## config.mk

```make
export PLATFORM = sky130hd
export DESIGN_NAME = frame_pacing_skip_controller
export DESIGN_NICKNAME = d
export VERILOG_FILES = /design/src/fpsc_pkg.sv /design/src/fpsc_period.sv /design/src/fpsc_core.sv /design/src/frame_pacing_skip_controller.sv
export SDC_FILE = /design/constraint.sdc
export NUM_CORES = 1
export LEC_CHECK = 0
export BUFFER_PORTS_ARGS = -buffer_cell sky130_fd_sc_hd__buf_4
export CAP_MARGIN = 20
export CORE_ASPECT_RATIO = 2
export CORE_MARGIN = 2
export CORE_UTILIZATION = 60
export CTS_CLUSTER_DIAMETER = 150
export DETAILED_ROUTE_END_ITERATION = 7
export PLACE_DENSITY_LB_ADDON = 0.15
export RECOVER_POWER = 100
export SLEW_MARGIN = 10
export SYNTH_ARGS = -nofsm -noshare
export SYNTH_HDL_FRONTEND = slang
export SYNTH_SLANG_ARGS = --single-unit
```

## constraint.sdc

```tcl
create_clock -name i_clk -period 13.21 [get_ports i_clk]
set_input_delay 1.321 -clock i_clk [delete_from_list [all_inputs] [get_ports i_clk]]
set_output_delay 1.321 -clock i_clk [all_outputs]
set_load 0.01 [all_outputs]
```

## src/fpsc_pkg.sv

```systemverilog
// ----------------------------------------------------------------------------
// fpsc_pkg
// Shared types and constants for the frame pacing and skip controller.
// ----------------------------------------------------------------------------
package fpsc_pkg;

    localparam int FPER_W   = 13;                 // frame_period register width
    localparam int SPEED_W  = 3;                  // speed_mode register width
    localparam int CFG_W    = FPER_W;             // widest register
    localparam int SCALED_W = FPER_W + 1;         // up to period * 2
    localparam int INTEG_W  = 32;

    localparam logic [FPER_W-1:0] PERIOD_RESET = 13'd1667;
    localparam logic [FPER_W-1:0] PERIOD_MAX   = 13'd6553;
    localparam logic [8:0]        ELAPSED_MAX  = 9'd327;
    localparam logic [1:0]        WARMUP_SYNCS = 2'd3;
    localparam logic [6:0]        MS_TO_10US   = 7'd100;

    // configuration register indexes
    localparam logic CFG_FRAME_PERIOD = 1'b0;
    localparam logic CFG_SPEED_MODE   = 1'b1;

    // speed modes
    localparam logic [SPEED_W-1:0] SPEED_1X    = 3'd0;
    localparam logic [SPEED_W-1:0] SPEED_0P5X  = 3'd1;
    localparam logic [SPEED_W-1:0] SPEED_0P75X = 3'd2;
    localparam logic [SPEED_W-1:0] SPEED_1P25X = 3'd3;
    localparam logic [SPEED_W-1:0] SPEED_1P5X  = 3'd4;
    localparam logic [SPEED_W-1:0] SPEED_2X    = 3'd5;
    localparam logic [SPEED_W-1:0] SPEED_3X    = 3'd6;

    // input ops
    localparam logic OP_SYNC    = 1'b0;
    localparam logic OP_RESTART = 1'b1;

    typedef struct packed {
        logic       op;
        logic [8:0] elapsed_ms;
    } t_in;

    typedef struct packed {
        logic        draw_en;
        logic [1:0]  skip_level;
        logic        pause_request;
        logic [15:0] skipped_total;
    } t_out;

endpackage

```

## src/fpsc_period.sv

```systemverilog
// ----------------------------------------------------------------------------
// fpsc_period
// Configuration registers and the registered, speed-scaled frame period.
// ----------------------------------------------------------------------------
module fpsc_period
    import fpsc_pkg::*;
(
    input  logic                i_clk,
    input  logic                i_rst_n,
    input  logic                i_cfg_we,
    input  logic                i_cfg_index,
    input  logic [CFG_W-1:0]    i_cfg_data,
    output logic [SCALED_W-1:0] o_period
);

    logic [FPER_W-1:0]   r_frame_period;
    logic [SPEED_W-1:0]  r_speed_mode;
    logic [SCALED_W-1:0] r_period;
    logic [SCALED_W-1:0] n_period;

    logic [FPER_W-1:0] w_p;
    logic [15:0]       w_x5;      // p * 5
    logic [14:0]       w_x4;      // p * 4
    logic [14:0]       w_x2;      // p * 2
    logic [31:0]       w_div5;
    logic [31:0]       w_div3;
    logic [14:0]       w_div3_arg;

    always_ff @(posedge i_clk) begin
        if (!i_rst_n) begin
            r_frame_period <= PERIOD_RESET;
            r_speed_mode   <= SPEED_1X;
        end else if (i_cfg_we) begin
            unique case (i_cfg_index)
                CFG_FRAME_PERIOD: r_frame_period <= i_cfg_data[FPER_W-1:0];
                CFG_SPEED_MODE:   r_speed_mode   <= i_cfg_data[SPEED_W-1:0];
                default:          r_speed_mode   <= r_speed_mode;
            endcase
        end
        r_period <= n_period;
    end

    always_comb begin
        w_p  = (r_frame_period > PERIOD_MAX) ? PERIOD_MAX : r_frame_period;
        w_x5 = {3'b000, w_p} + {1'b0, w_p, 2'b00};
        w_x4 = {w_p, 2'b00};
        w_x2 = {1'b0, w_p, 1'b0};
        // reciprocal multiplies, exact for 16-bit dividends
        w_div5 = ({17'd0, w_x4} * 32'd52429) >> 18;
        w_div3_arg = (r_speed_mode == SPEED_1P5X) ? w_x2 : {2'b00, w_p};
        w_div3 = ({17'd0, w_div3_arg} * 32'd43691) >> 17;

        unique case (r_speed_mode)
            SPEED_0P5X:  n_period = w_x2[SCALED_W-1:0];
            SPEED_0P75X: n_period = w_x5[15:2];
            SPEED_1P25X: n_period = w_div5[SCALED_W-1:0];
            SPEED_1P5X:  n_period = w_div3[SCALED_W-1:0];
            SPEED_2X:    n_period = {2'b00, w_p[FPER_W-1:1]};
            SPEED_3X:    n_period = w_div3[SCALED_W-1:0];
            default:     n_period = {1'b0, w_p};
        endcase
    end

    assign o_period = r_period;

endmodule

```

## src/fpsc_core.sv

```systemverilog
// ----------------------------------------------------------------------------
// fpsc_core
// Pacing state update and result register for one frame-sync word a cycle while i_adv is high.
// ----------------------------------------------------------------------------
module fpsc_core
    import fpsc_pkg::*;
(
    input  logic                i_clk,
    input  logic                i_rst_n,
    input  logic                i_adv,
    input  logic                i_in_valid,
    input  t_in                 i_in,
    input  logic [SCALED_W-1:0] i_period,
    output logic                o_valid,
    output t_out                o_out
);

    logic signed [INTEG_W-1:0] r_integ;
    logic [1:0]                r_skip;
    logic [1:0]                r_startup;
    logic [15:0]               r_skip_cnt;
    logic                      r_valid;
    t_out                      r_out;

    logic signed [INTEG_W-1:0] n_integ;
    logic [1:0]                n_skip;
    logic [1:0]                n_startup;
    logic [15:0]               n_skip_cnt;
    t_out                      n_out;

    logic [8:0]             w_ms;
    logic [14:0]            w_e100;
    logic signed [16:0]     w_diff;
    logic signed [INTEG_W:0] w_sum;
    logic signed [INTEG_W-1:0] w_sat;
    logic signed [INTEG_W:0] w_sat_x;
    logic signed [INTEG_W:0] w_p1;
    logic signed [INTEG_W:0] w_p2;
    logic                   w_pause;
    logic [1:0]             w_lvl;

    always_comb begin
        w_ms   = (i_in.elapsed_ms > ELAPSED_MAX) ? ELAPSED_MAX : i_in.elapsed_ms;
        w_e100 = 15'({6'd0, w_ms} * {8'd0, MS_TO_10US});
        w_diff = $signed({2'b00, w_e100}) - $signed({3'b000, i_period});
        w_sum  = $signed({r_integ[INTEG_W-1], r_integ})
               + $signed({{(INTEG_W-16){w_diff[16]}}, w_diff});
        // clamp to the signed 32-bit range
        if (w_sum[INTEG_W] != w_sum[INTEG_W-1])
            w_sat = w_sum[INTEG_W] ? {1'b1, {(INTEG_W-1){1'b0}}}
                                   : {1'b0, {(INTEG_W-1){1'b1}}};
        else
            w_sat = w_sum[INTEG_W-1:0];
        w_sat_x = $signed({w_sat[INTEG_W-1], w_sat});
        w_p1    = $signed({{(INTEG_W+1-SCALED_W){1'b0}}, i_period});
        w_p2    = $signed({{(INTEG_W-SCALED_W){1'b0}}, i_period, 1'b0});

        w_pause = 1'b0;
        priority if (w_sat_x > w_p2) begin
            w_lvl = 2'd2;
        end else if (w_sat_x > w_p1) begin
            w_lvl = 2'd1;
        end else begin
            w_lvl   = 2'd0;
            w_pause = (w_sat_x < -w_p1);
        end

        n_integ    = r_integ;
        n_skip     = r_skip;
        n_startup  = r_startup;
        n_skip_cnt = r_skip_cnt;
        n_out      = r_out;

        unique case (i_in.op)
            OP_RESTART: begin
                n_integ    = '0;
                n_skip     = '0;
                n_startup  = '0;
                n_skip_cnt = '0;
                n_out      = '0;
            end
            default: begin
                n_out.draw_en = (r_skip < 2'd2);
                if (r_startup < WARMUP_SYNCS) begin
                    n_startup           = r_startup + 2'd1;
                    n_skip              = '0;
                    n_out.skip_level    = '0;
                    n_out.pause_request = 1'b0;
                    n_out.skipped_total = r_skip_cnt;
                end else begin
                    n_integ             = w_sat;
                    n_skip              = w_lvl;
                    n_skip_cnt          = r_skip_cnt + {14'd0, w_lvl};
                    n_out.skip_level    = w_lvl;
                    n_out.pause_request = w_pause;
                    n_out.skipped_total = n_skip_cnt;
                end
            end
        endcase
    end

    always_ff @(posedge i_clk) begin
        if (!i_rst_n) begin
            r_integ    <= '0;
            r_skip     <= '0;
            r_startup  <= '0;
            r_skip_cnt <= '0;
            r_valid    <= 1'b0;
        end else if (i_adv) begin
            r_valid <= i_in_valid;
            if (i_in_valid) begin
                r_integ    <= n_integ;
                r_skip     <= n_skip;
                r_startup  <= n_startup;
                r_skip_cnt <= n_skip_cnt;
            end
        end
        if (i_adv && i_in_valid)
            r_out <= n_out;
    end

    assign o_valid = r_valid;
    assign o_out   = r_out;

endmodule

```

## src/frame_pacing_skip_controller.sv

```systemverilog
// ----------------------------------------------------------------------------
// frame_pacing_skip_controller
// Frame pacing: draw flag, skip level and pause request per frame sync.
// ----------------------------------------------------------------------------
// Takes one word per clock while not stalled and returns one result word per
// input word, held first in the input register and then in the output
// register fed by the state update. The two register stages let a new
// word enter while a finished result waits on a stalled output. The scaled
// frame period is registered from the configuration registers, so a new
// configuration applies to words accepted from the cycle after the write.
// ----------------------------------------------------------------------------
module frame_pacing_skip_controller
    import fpsc_pkg::*;
(
    input  logic             i_clk,
    input  logic             i_rst_n,
    input  logic             i_cfg_we,
    input  logic             i_cfg_index,
    input  logic [CFG_W-1:0] i_cfg_data,
    input  logic             i_in_valid,
    output logic             o_in_stall,
    input  t_in              i_in,
    output logic             o_out_valid,
    input  logic             i_out_stall,
    output t_out             o_out
);

    logic                r_in_valid;
    t_in                 r_in;
    logic                w_adv;
    logic [SCALED_W-1:0] w_period;

    // pipeline moves when the output register is free or being taken
    assign w_adv      = !o_out_valid || !i_out_stall;
    assign o_in_stall = r_in_valid && !w_adv;

    always_ff @(posedge i_clk) begin
        if (!i_rst_n) begin
            r_in_valid <= 1'b0;
        end else if (!o_in_stall) begin
            r_in_valid <= i_in_valid;
        end
        if (!o_in_stall)
            r_in <= i_in;
    end

    fpsc_period u_period (
        .i_clk       (i_clk),
        .i_rst_n     (i_rst_n),
        .i_cfg_we    (i_cfg_we),
        .i_cfg_index (i_cfg_index),
        .i_cfg_data  (i_cfg_data),
        .o_period    (w_period)
    );

    fpsc_core u_core (
        .i_clk      (i_clk),
        .i_rst_n    (i_rst_n),
        .i_adv      (w_adv),
        .i_in_valid (r_in_valid),
        .i_in       (r_in),
        .i_period   (w_period),
        .o_valid    (o_out_valid),
        .o_out      (o_out)
    );

    a_skip_range: assert property (@(posedge i_clk) disable iff (!i_rst_n)
        o_out_valid |-> (o_out.skip_level != 2'd3))
        else $error("skip level out of range");

    a_skip_pause_excl: assert property (@(posedge i_clk) disable iff (!i_rst_n)
        o_out_valid |-> !(o_out.pause_request && (o_out.skip_level != 2'd0)))
        else $error("pause and skip both set");

    a_stall_full: assert property (@(posedge i_clk) disable iff (!i_rst_n)
        o_in_stall |-> (r_in_valid && o_out_valid && i_out_stall))
        else $error("input stalled with room in the pipeline");

endmodule

```

=== Yosys cells after proc, flatten, opt, wreduce, memory -nomap -nowiden ===
Index checks and enable logic that the tools add are counted.

* Bits of input ports: 29
* Output and inout port bits: 22
* Register bits after elaboration: 114

* Add/subtract/negate cells: 6
* Eq/ne operators: 8
* Bitwise gates (word level): 1
* Reductions and logical operators: 15
* Multipliers: 3
* Multiplexer cells: 17
* $lt $le $gt $ge: 7

{| class="wikitable"
|+ Operators with widths
! cell !! count
|-
| $mux W32 || 4
|-
| $pmux W14 S5 || 1
|-
| $mux W16 || 3
|-
| $add A32 B16 Y33 || 1
|-
| $lt A32 B33 Y1 || 1
|-
| $neg A14 Y33 || 1
|-
| $gt A32 B15 Y1 || 1
|-
| $gt A32 B16 Y1 || 1
|-
| $mul A15 B16 Y31 const B || 1
|-
| $mul A13 B16 Y29 const B || 1
|-
| $add A13 B15 Y16 || 1
|-
| $add A16 B2 Y16 || 1
|-
| $sub A15 B14 Y16 || 1
|-
| $mux W14 || 1
|-
| $gt A13 B13 Y1 const B || 1
|-
| $mul A9 B5 Y13 const B || 1
|-
| $mux W13 || 1
|-
| $mux W2 || 5
|-
| $eq A3 B3 Y1 const B || 3
|-
| $gt A9 B9 Y1 const B || 1
|-
| $mux W9 || 1
|-
| $eq A3 B2 Y1 const B || 2
|-
| $reduce_and A2 Y1 || 3
|-
| $reduce_and A3 Y1 || 2
|-
| other kinds (13) || 18
|}

=== Depth between registers and ports, before layout ===
Gate-level depths: netlist of run 1.

* Depth after elaboration: 13
* Mapped depth: 55
* Mapped depth without buffers: 53

=== By module ===
A second synthesis of run 1 with hierarchy kept.

* Cells, all modules: 2060
* Area, all modules: 17236.5 µm²

{| class="wikitable"
|+ Modules (own cells, without submodules)
! module !! area an instance (µm²) !! cells an instance !! times used
|-
| fpsc_period || 8685.8 || 1015 || 1
|-
| fpsc_core || 8205.4 || 1030 || 1
|-
| frame_pacing_skip_controller || 345.3 || 15 || 1
|}

=== Worst setup path after synthesis of run 1 ===
Ideal clock, no wire load.

* Path type: register -> register
* From: register r_in[5] (netlist name)
* To: register u_core.r_skip_cnt[4]
* Data arrival time: 11.916 ns
* Data required time: 13.134 ns
* Setup slack: 1.219 ns
* Period minus slack after synthesis: 11.991 ns
* Stages on the path, launching flop included: 54
* Path through: edfxtp_1 -> o31a_1 -> o21ai_1 -> and2_1 -> ha_1 -> ha_1 -> inv_1 -> fa_1 -> inv_1 -> ha_1 -> a21oi_1 -> o21bai_1 -> a21oi_1 -> xnor2_1 -> ha_1 -> nand3_1 -> nand2_1 -> a41o_1 -> [18 not listed] -> ha_1 -> and4_1 -> nand4_1 -> a2111oi_0 -> mux2i_1 -> o21ai_0 -> o21ai_1 -> a2111oi_2 -> nand3_1 -> nor2_1 -> ha_1 -> inv_1 -> fa_1 -> nor2b_1 -> and2_1 -> nand2_1 -> or3_1 -> a21boi_0

* Cells in the longest elaborated chain, start to end: 13
* Elaborated cells on any way between the ends: 15

{| class="wikitable"
|+ RTL lines
! what !! line !! source
|-
| start: declaration || frame_pacing_skip_controller.sv:29 || <nowiki>t_in r_in;</nowiki>
|-
| start signal: assignment || frame_pacing_skip_controller.sv:44 || <nowiki>r_in <= i_in;</nowiki>
|-
| $gt A9 B9 Y1 || fpsc_core.sv:43 || <nowiki>w_ms = (i_in.elapsed_ms > ELAPSED_MAX) ? ELAPSED_MAX : i_in.elapsed_ms;</nowiki>
|-
| $mux W9 (*) || fpsc_core.sv:43 ||
|-
| $mul A9 B5 Y13 (*) || fpsc_core.sv:44 || <nowiki>w_e100 = 15'({6'd0, w_ms} * {8'd0, MS_TO_10US});</nowiki>
|-
| $sub A15 B14 Y16 (*) || fpsc_core.sv:45 || <nowiki>w_diff = $signed({2'b00, w_e100}) - $signed({3'b000, i_period});</nowiki>
|-
| $add A32 B16 Y33 (*) || fpsc_core.sv:47 || <nowiki>+ $signed({{(INTEG_W-16){w_diff[16]}}, w_diff});</nowiki>
|-
| $mux W32 / $ne A1 B1 Y1 (equally long branches) || fpsc_core.sv:50, fpsc_core.sv:49 ||
|-
| $mux W32 (*) || fpsc_core.sv:49 || <nowiki>if (w_sum[INTEG_W] != w_sum[INTEG_W-1])</nowiki>
|-
| $gt A32 B15 Y1 || fpsc_core.sv:61 || <nowiki>end else if (w_sat_x > w_p1) begin</nowiki>
|-
| $mux W1 || fpsc_core.sv:61 ||
|-
| $mux W2 (*) || fpsc_core.sv:59 || <nowiki>priority if (w_sat_x > w_p2) begin</nowiki>
|-
| net u_core.w_lvl[0] || fpsc_core.sv:40 || <nowiki>logic [1:0] w_lvl;</nowiki>
|-
| $add A16 B2 Y16 (*) || fpsc_core.sv:93 || <nowiki>n_skip_cnt = r_skip_cnt + {14'd0, w_lvl};</nowiki>
|-
| $mux W16 (*) || fpsc_core.sv:84 || <nowiki>if (r_startup < WARMUP_SYNCS) begin</nowiki>
|-
| $mux W16 (*) || fpsc_core.sv:74 || <nowiki>unique case (i_in.op)</nowiki>
|-
| end signal: assignment || fpsc_core.sv:115 || <nowiki>r_skip_cnt <= n_skip_cnt;</nowiki>
|-
| end: declaration || fpsc_core.sv:21 || <nowiki>logic [15:0] r_skip_cnt;</nowiki>
|}

Mark *: on every way through the listed nets, which the timed path passes. The rest lies on a longest branch. The select of a mux whose other input is x is not followed.
A chain may end at the register's enable or synchronous reset.

=== Worst setup path in the final report of run 1 ===
Ends and elaborated chain as after synthesis.

==> results of run 1 <==
==> how the worst min path moves through the flow <==
stage                                                        from                                      end  slack (ps)  cells after the start
after floorplan           u_period.r_frame_period[0]$_SDFFE_PN1P_  u_period.r_frame_period[0]$_SDFFE_PN1P_         440                      2
after global placement    u_period.r_frame_period[0]$_SDFFE_PN1P_  u_period.r_frame_period[0]$_SDFFE_PN1P_         460                      2
after detailed placement  u_period.r_frame_period[0]$_SDFFE_PN1P_  u_period.r_frame_period[0]$_SDFFE_PN1P_         470                      2
after CTS                         u_core.r_integ[29]$_SDFFE_PN0P_          u_core.r_integ[29]$_SDFFE_PN0P_         480                      2
after global routing              u_core.r_integ[29]$_SDFFE_PN0P_          u_core.r_integ[29]$_SDFFE_PN0P_         510                      2
final                             u_core.r_integ[29]$_SDFFE_PN0P_          u_core.r_integ[29]$_SDFFE_PN0P_         480                      2
==> registers in the layout, indices dropped and copies added, names as in the netlist <==
register	flops
r_in	10
r_in_valid	1
u_core.o_out	20
u_core.o_valid	1
u_core.r_integ	32
u_core.r_skip	1
u_core.r_skip_cnt	16
u_core.r_startup	2
u_period.o_period	14
u_period.r_frame_period	13
u_period.r_speed_mode	3
==> timing repair <==
action	in CTS	in global routing
resized for setup	0	5
setup endpoints to repair	0	27
hold buffers	0	0
setup buffers	0	1
==> cell type report <==
cell class	instances	area (um^2)
Clock buffer	18	439.2
Clock inverter	14	103.9
Fill cell	2474	9971
Inverter	242	910.9
Multi-Input combinational cell	1579	13220
Sequential cell	113	2562
Tap cell	356	445.4
Timing Repair Buffer	75	427.9
==> synthesized netlist by cell type (25+ instances only) <==
cell type / count
a21o_1: 35
nor3_1: 27
fa_1: 111
xor2_1: 39
clkbuf_1: 43
o21a_1: 25
nor2_1: 131
nand2_1: 133
dfxtp_1: 83
xnor2_1: 49
a21oi_1: 143
nor2b_1: 58
o21ai_0: 95
inv_1: 240
a22oi_1: 38
ha_1: 329
nand3_1: 44
edfxtp_1: 30
==> per-stage QoR <==
stage | std cells | power, mW | area (um^2)
final | 2397 | 4.325 | 18110
after global placement | 2362 | 3.792 | 17710
after CTS | 2394 | 4.342 | 18250
after global routing | 2397 | 4.744 | 18110
after detailed placement | 2362 | 3.879 | 17710
after floorplan | 1997 | 2.882 | 17020
==> worst min-delay path: cells and delay by family, from the launching register on <==
family	cells	cell delay, ps
AO/OA/AOI/OAI	1	60
AND/OR/NAND/NOR	1	50
flip-flops	1	310
==> cells by family (layout without fill, tap and decap cells) <==
family | Yosys count | count (layout) | share of synthesized area (%)
compound gates | 507 | 507 | 19.54
xor+xnor | 88 | 88 | 4.527
fa+ha+maj | 440 | 440 | 37.23
buf+inv | 305 | 349 | 7.203
flops | 113 | 113 | 15.05
mux | 11 | 11 | 0.6909
simple gates | 533 | 533 | 15.75
==> metal layers <==
metal,GRT usage (%),up-vias,share of wire (%)
met3,6.497,271,4.3
met1,31.25,7255,32
met4,32.62,0,11
met2,62.41,476,53
li1,-,7128,-
met5,0,-,0
==> power by group <==
| part | internal, mW | switching (mW) | leakage, nW | total (mW) |
|---|---|---|---|---|
| Clock | 0.246 | 0.189 | 0.265 | 0.435 |
| Combinational | 1.35 | 2.15 | 7.38 | 3.50 |
| Sequential | 0.372 | 0.0151 | 0.963 | 0.387 |
==> impl_metrics.ini, run 1 <==
[synth]
netlist_instances = 1997
synth_area_leaders = ha_1 24%, fa_1 13%, dfxtp_1 9.8%
synthArstFlopShare_pct = 0
synth-seq-area-share_pct = 15.05
synth_cell_type_count = 95
synth_flop_cell = dfxtp_1
synth_area_um2 = 17020
ys_ff_latch = 113
synth_top_cell_by_area = ha_1
syn_area_per_cell_um2 = 8.525
syn-num-nets = 2466
synth_top_area_share_pct = 24.18
synth_edf_count = 30
ys_warn_count = 0

[timing]
fmax_mhz = 81.64
setup_viol = 0
tightest_slew_ps = 2155
hold_viol = 0
finalCriticalPeriod_ps = 12250
min_period_over_period_pct = 92.73
post-route-worst-setup-slack_ps = 960.6
clock_skew_ps = 12.40
final.setup.tns_ps = 0
rsz0062_at_grt = no
slew_violations = 51
hold_slack_ps = 476.3
relSlewSlack_pct = -43.65

[min_path]
min_path_type = reg -> reg

[worst_setup_path]
critPathLaunch = r_in[5]$_DFFE_PN_
max_stage_delay_ps = 490
cp_num_buf_inv = 5
cp_slowest_cell = fa_1
ff2ff_setup_slack_ps = 960
setup.worst_path.end = u_core.r_skip_cnt[4]$_SDFFE_PN0P_
path_common_cell = ha_1
critical_path_class = reg -> reg
crit_family = compound AO/OA/AOI/OAI gates
reg2regPathDepth = 52
arrival_ps = 12610
worstSetupStartpointType = flip-flop
path_max_fanout = 22
crit_cells = 52
cp-end-kind = flip-flop
required_ps = 13570
worstReg2RegStart = r_in[5]$_DFFE_PN_
r2r_end = u_core.r_skip_cnt[4]$_SDFFE_PN0P_

[finish]
areaGrowthSynthToFinish_pct = 6.401
layout_common_cells = 328 x ha_1, 240 x inv_1, 144 x a21oi_1, 133 x nand2_1, 130 x nor2_1
antenna_cells = 0
drive_gt1_share_pct = 5.390
nets = 2497
layout_commonest_cell = ha_1
finalCoreUtilization_pct = 64.50

[die]
die_h_um = 242.2
num_rows = 87
die_w_um = 123.1
initial_utilization_pct = 60.62
ios = 51
core_um2 = 28080
die_area_um2 = 29820

[placed_design]
place_congestion = 1.025
port_buffers = 50
pre_cts_slack_ps = 465.4
dpl.hpwl_um = 40720

[clock_tree]
cts.path.max_buffers = 2
numCtsBuffers = 17
cts-root-buf = clkbuf_16
cts_tree = yes
cts.sinks = 113
h-tree-depth = 4
clk_pin_slew_ps = 60
clk_latency_ps = 440

[routing]
drcViolationCount = 0
via_per_inst = 6.312
drtAntennaViolNets = 0
drt_wl_total_um = 50330
drt-initial-drc-count = 911
post_drt_wl_per_cell_um = 21.00
vias = 15130
dr.pass1.iters = 6

[outcome]
violations = max-capacitance violations, max-slew violations
status = finished with violations

[global_routing]
grt_overflow = 0
grt_pass1_wl_um = 79780
grt_pass1_vias = 15645
grt_use_total_pct = 34.77
grt_max_degree = 51
antenna_found_initial = 0

[power_and_ir_drop]
leakagePower_nw = 8.607
p_per_area_nw_per_um2 = 238.8
peakVddDrop_mv = 0.1871

[run]
maxCapViolCount = 1
No activity file was read; power rests on OpenSTA's default activity.
==> inputs of run 2 (changes only) <==
--- a/config.mk
+++ b/config.mk
@@ -17,4 +17,5 @@
 export SLEW_MARGIN = 10
 export SYNTH_ARGS = -nofsm -noshare
 export SYNTH_HDL_FRONTEND = slang
+export SYNTH_HIERARCHICAL = 1
 export SYNTH_SLANG_ARGS = --single-unit
==> impl_metrics.ini, run 2 <==
[timing]
fmax_mhz = 81.31
relSlewSlack_pct = -106.2
rsz0062_at_grt = no
clock_skew_ps = 8.687
tightest_slew_ps = 3093
final.setup.tns_ps = 0
setup_viol = 0
hold_viol = 0
min_period_over_period_pct = 93.11
slew_violations = 71
finalCriticalPeriod_ps = 12300

[worst_setup_path]
max_stage_delay_ps = 490
required_ps = 13400
worstSetupStartpointType = flip-flop
arrival_ps = 12490
cp_slowest_cell = fa_1
cp-end-kind = flip-flop
path_common_cell = ha_1
path_max_fanout = 24
critical_path_class = reg -> reg

[finish]
areaGrowthSynthToFinish_pct = 7.063
final_cells = 2452
layout_common_cells = 319 x ha_1, 260 x inv_1, 152 x nand2_1, 125 x a21oi_1, 118 x nor2_1
finalCoreUtilization_pct = 65.46
largest_reg_flops = 32
drive_gt1_share_pct = 5.298
nets = 2537
postLayoutCellArea_um2 = 18450
layout_commonest_cell = ha_1
regMostFlops = u_core/r_integ

[outcome]
violations = max-capacitance violations, max-slew violations
status = finished with violations

[synth]
synth-seq-area-share_pct = 14.87
ys_ff_latch = 113
synth_flop_cell = dfxtp_1
synth-simple-area-share_pct = 15.96
synth_area_leaders = ha_1 23%, fa_1 12%, dfxtp_1 9.6%
ys_warn_count = 6
synth-adder-area-share_pct = 35.58
synth_top_family_by_area = adder cells
synth_top_cell_by_area = ha_1
synth_common_cells = 319 x ha_1, 260 x inv_1, 152 x nand2_1, 125 x a21oi_1, 119 x nor2_1
netlist_instances = 2060
synth_edf_count = 30
synth_xor_area_share_pct = 5.691
post-synth-top-count-cell = ha_1
synth_compound_area_share_pct = 20.35
synthArstFlopShare_pct = 0
synth_area_um2 = 17240
synth_cell_type_count = 90
syn_area_per_cell_um2 = 8.367
muxShareOfSynthArea_pct = 0.3847
syn-num-nets = 2515
synth_top_area_share_pct = 23.16

[clock_tree]
clk_latency_ps = 440
cts_tree = yes
cts_resized = 0
numCtsBuffers = 17
cts.sinks = 113
cts-root-buf = clkbuf_16
clk_pin_slew_ps = 60
cts_hold_buf = 0
post-cts-setup-buffer-count = 0
cts.path.max_buffers = 2
h-tree-depth = 4

[global_routing]
grt_pass1_wl_um = 85830
antenna_found_initial = 2
grt_overflow = 0
grt_max_degree = 71
grt_pass1_vias = 16307
grt_use_total_pct = 38.19

[routing]
post_drt_wl_per_cell_um = 22.83
drt_wl_total_um = 55990
drt-initial-drc-count = 909
drcViolationCount = 0
dr.pass1.iters = 6
drtAntennaViolNets = 0
via_per_inst = 6.384
vias = 15653

[run]
maxCapViolCount = 1

[die]
core_um2 = 28190
ios = 51
die_area_um2 = 30180
num_rows = 87
die_h_um = 243.7
initial_utilization_pct = 61.14
die_w_um = 123.9

[placed_design]
dp_cells = 2418
port_buffers = 50
place_area_um2 = 17950
dpl.hpwl_um = 45050
place_congestion = 1.012

[power_and_ir_drop]
peakVddDrop_mv = 0.2714
p_per_area_nw_per_um2 = 257.5
leakagePower_nw = 8.909

[min_path]
min_path_type = reg -> reg
## run 2: layout make-up
| type | count | area [um^2] |
|---|---|---|
| Multi-Input combinational cell | 1621 | 13470 |
| Fill cell | 2496 | 9739 |
| Sequential cell | 113 | 2562 |
| Inverter | 263 | 987.2 |
| Tap cell | 356 | 445.4 |
| Clock buffer | 17 | 425.4 |
| Timing Repair Buffer | 66 | 395.4 |
| Clock inverter | 15 | 162.7 |
| Antenna cell | 1 | 2.502 |
## run 2: worst max-delay path: cells and delay by family, from the launching register on
| family | cells | cell delay (ps) |
|---|---|---|
| flip-flops | 1 | 440 |
| adder cells (fa/ha/maj) | 10 | 3290 |
| AND/OR/NAND/NOR | 20 | 3440 |
| AO/OA/AOI/OAI | 19 | 3850 |
| buffers and inverters | 4 | 440 |
| XOR/XNOR | 3 | 530 |
## run 2: logic make-up after synthesis
kind of cell,after synthesis
flops,113
fa+ha+maj,426
mux,6
compound gates,526
buf+inv,326
xor+xnor,112
simple gates,551
## run 2: path summary, 6_finish.rpt
kind,from,cells past startpoint,to,slack [ps]
max,r_in[4]$_DFFE_PN_,56,u_core/o_out[14]$_SDFFCE_PP0P_,910
min,u_core/r_skip[1]$_SDFFE_PN0P_,2,u_core/r_skip[1]$_SDFFE_PN0P_,470
max reg2reg,r_in[4]$_DFFE_PN_,56,u_core/o_out[14]$_SDFFCE_PP0P_,910
min reg2reg,u_core/r_skip[1]$_SDFFE_PN0P_,2,u_core/r_skip[1]$_SDFFE_PN0P_,470
## run 2: layer usage
layer	track usage, %	up-vias	wire length, um
met1	32.11	7462	16830
li1	-	7294	-
met5	0	-	0
met3	8.801	311	2976
met2	69.10	586	29550
met4	37.27	0	6636
## run 2: through the flow
step	total power, mW	hold slack, ps	setup WS, ps
detailed placement	4.122	465.1	719.9
floorplan	3.016	437.1	1120
global placement	4.037	464.6	1051
finish	4.752	471.0	910.7
global route	5.149	511.5	57.04
CTS	4.616	473.1	621.0
## run 2: power by group
part           leakage (nW)  switching [mW]  total, mW  internal (mW)
logic                  7.64            2.46       3.89           1.44
registers             0.989          0.0178      0.388          0.370
clock network         0.283           0.203      0.470          0.267
==> inputs of run 3 (changes only) <==
--- a/config.mk
+++ b/config.mk
@@ -10,9 +10,10 @@
 export CORE_ASPECT_RATIO = 2
 export CORE_MARGIN = 2
 export CORE_UTILIZATION = 60
+export CTS_BUF_LIST = sky130_fd_sc_hd__clkbuf_8
 export CTS_CLUSTER_DIAMETER = 150
 export DETAILED_ROUTE_END_ITERATION = 7
-export PLACE_DENSITY_LB_ADDON = 0.15
+export PLACE_DENSITY = 0.73
 export RECOVER_POWER = 100
 export SLEW_MARGIN = 10
 export SYNTH_ARGS = -nofsm -noshare
==> impl_metrics.ini, run 3 (synthesized netlist as in run 2, its figures left out) <==
[outcome]
status = finished with violations
violations = max-capacitance violations, max-slew violations

[worst_setup_path]
r2r_end = u_core/o_out[14]$_SDFFCE_PP0P_
arrival_ps = 12620
required_ps = 13440
worstSetupStartpointType = flip-flop
path_max_fanout = 24
ff2ff_setup_slack_ps = 820
crit_family = compound AO/OA/AOI/OAI gates
cp_slowest_cell = fa_1
setup.worst_path.end = u_core/o_out[14]$_SDFFCE_PP0P_
worstReg2RegStart = r_in[4]$_DFFE_PN_
crit_cells = 52
critical_path_class = reg -> reg
critPathLaunch = r_in[4]$_DFFE_PN_
max_stage_delay_ps = 500
reg2regPathDepth = 52
cp_num_buf_inv = 3
path_common_cell = ha_1
cp-end-kind = flip-flop

[finish]
nets = 2541
regMostFlops = u_core/r_integ
layout_common_cells = 319 x ha_1, 260 x inv_1, 152 x nand2_1, 125 x a21oi_1, 118 x nor2_1
postLayoutCellArea_um2 = 18280
areaGrowthSynthToFinish_pct = 6.061
drive_gt1_share_pct = 5.288
largest_reg_flops = 32
layout_commonest_cell = ha_1

[timing]
relSlewSlack_pct = -85.21
slew_violations = 71
hold_viol = 0
finalCriticalPeriod_ps = 12390
fmax_mhz = 80.69
setup_viol = 0
min_period_over_period_pct = 93.81
post-route-worst-setup-slack_ps = 817.1
rsz0062_at_grt = no
tightest_slew_ps = 2778
clock_skew_ps = 16.36
final.setup.tns_ps = 0

[die]
core_um2 = 28190
ios = 51
die_w_um = 123.9
die_h_um = 243.7
die_area_um2 = 30180
num_rows = 87
initial_utilization_pct = 61.14

[placed_design]
pre_cts_slack_ps = 805.7
place_congestion = 0.9721
port_buffers = 50
dpl.hpwl_um = 44270
place_area_um2 = 17980

[power_and_ir_drop]
p_per_area_nw_per_um2 = 253.0
power_mw = 4.625
peakVddDrop_mv = 0.4891
leakagePower_nw = 8.849

[routing]
post_drt_wl_per_cell_um = 21.85
drt_wl_total_um = 53660
dr.pass1.iters = 8
vias = 15594
drtAntennaViolNets = 0
drcViolationCount = 0
via_per_inst = 6.349
drt-initial-drc-count = 816

[min_path]
min_path_type = reg -> reg
holdPathStages = 2

[clock_tree]
cts-root-buf = clkbuf_8
cts.sinks = 113
cts.path.max_buffers = 2
cts_tree = yes
numCtsBuffers = 17
h-tree-depth = 4
clk_pin_slew_ps = 80
clk_latency_ps = 480

[global_routing]
grt_max_degree = 71
grt_util_met1_pct = 31.75
grt_use_total_pct = 36.64
met3_usage_pct = 6.203
grt.busiest_layer = met2
antenna_found_initial = 1
met2_usage_pct = 67.68
grt_overflow = 0
grt_pass1_vias = 16114
grt_pass1_wl_um = 83330

[run]
maxCapViolCount = 1
[run 3: changes by cell type in the layout (fill, tap and decap cells not counted), sizes merged]
cell / before / now
bufinv: 1 / 2
clkinvlp: 2 / 0
clkinv: 4 / 8
clkbuf: 53 / 55
inv: 271 / 268
buf: 30 / 32
[run 3: repair_timing]
action                                  in CTS  in global routing
gates resized for setup                      0                  6
buffers inserted                             0                  0
endpoints found under the setup margin       0                  8
hold buffers                                 0                  0
[run 3: power breakdown]
part	internal (mW)	total, mW	switching (mW)
combinational	1.44	3.89	2.45
clock	0.173	0.348	0.176
sequential	0.370	0.386	0.0158
total	1.99	4.62	2.64
[run 3: worst min path at each step]
stage / startpoint / endpoint / slack, ps
after CTS: u_core/r_skip[1]$_SDFFE_PN0P_ / u_core/r_skip[1]$_SDFFE_PN0P_ / 470
after detailed placement: u_core/r_skip[1]$_SDFFE_PN0P_ / u_core/r_skip[1]$_SDFFE_PN0P_ / 460
after floorplan: u_core/r_skip[1]$_SDFFE_PN0P_ / u_core/r_skip[1]$_SDFFE_PN0P_ / 440
final: u_core/r_skip[1]$_SDFFE_PN0P_ / u_core/r_skip[1]$_SDFFE_PN0P_ / 480
after global placement: u_core/r_skip[1]$_SDFFE_PN0P_ / u_core/r_skip[1]$_SDFFE_PN0P_ / 480
after global routing: u_core/r_skip[1]$_SDFFE_PN0P_ / u_core/r_skip[1]$_SDFFE_PN0P_ / 530
[run 3: area by class of cell]
type	instances	area [um^2]
clock inverters	15	171.4
inverters	263	987.2
clock buffers	17	234.0
repair buffers	70	424.2
fillers	2525	9912
diodes	1	2.502
well taps	356	445.4
flip-flops and latches	113	2562
multi-input cells	1621	13450
[run 3: through the flow]
step / hold WS (ps) / util, % / std cells
2_1_floorplan: 437.1 / - / 2060
4_1_cts: 468.9 / 65.22 / 2455
3_5_place_dp: 457.0 / 63.79 / 2423
6_report: 477.2 / 64.84 / 2456
5_1_grt: 529.6 / 64.84 / 2456
3_3_place_gp: 476.1 / 63.79 / 2423
[run 3: worst min-delay path: stages (launching register included)]
cell and delay (ps):
dfxtp_1 320, nand3_1 70, o21ai_1 50
[run 3: per-layer routing]
layer  share of wire, %  wire length [um]
met5                  0                 0
met4                 11              5940
met3                3.9              2105
met2                 54             29030
met1                 31             16590
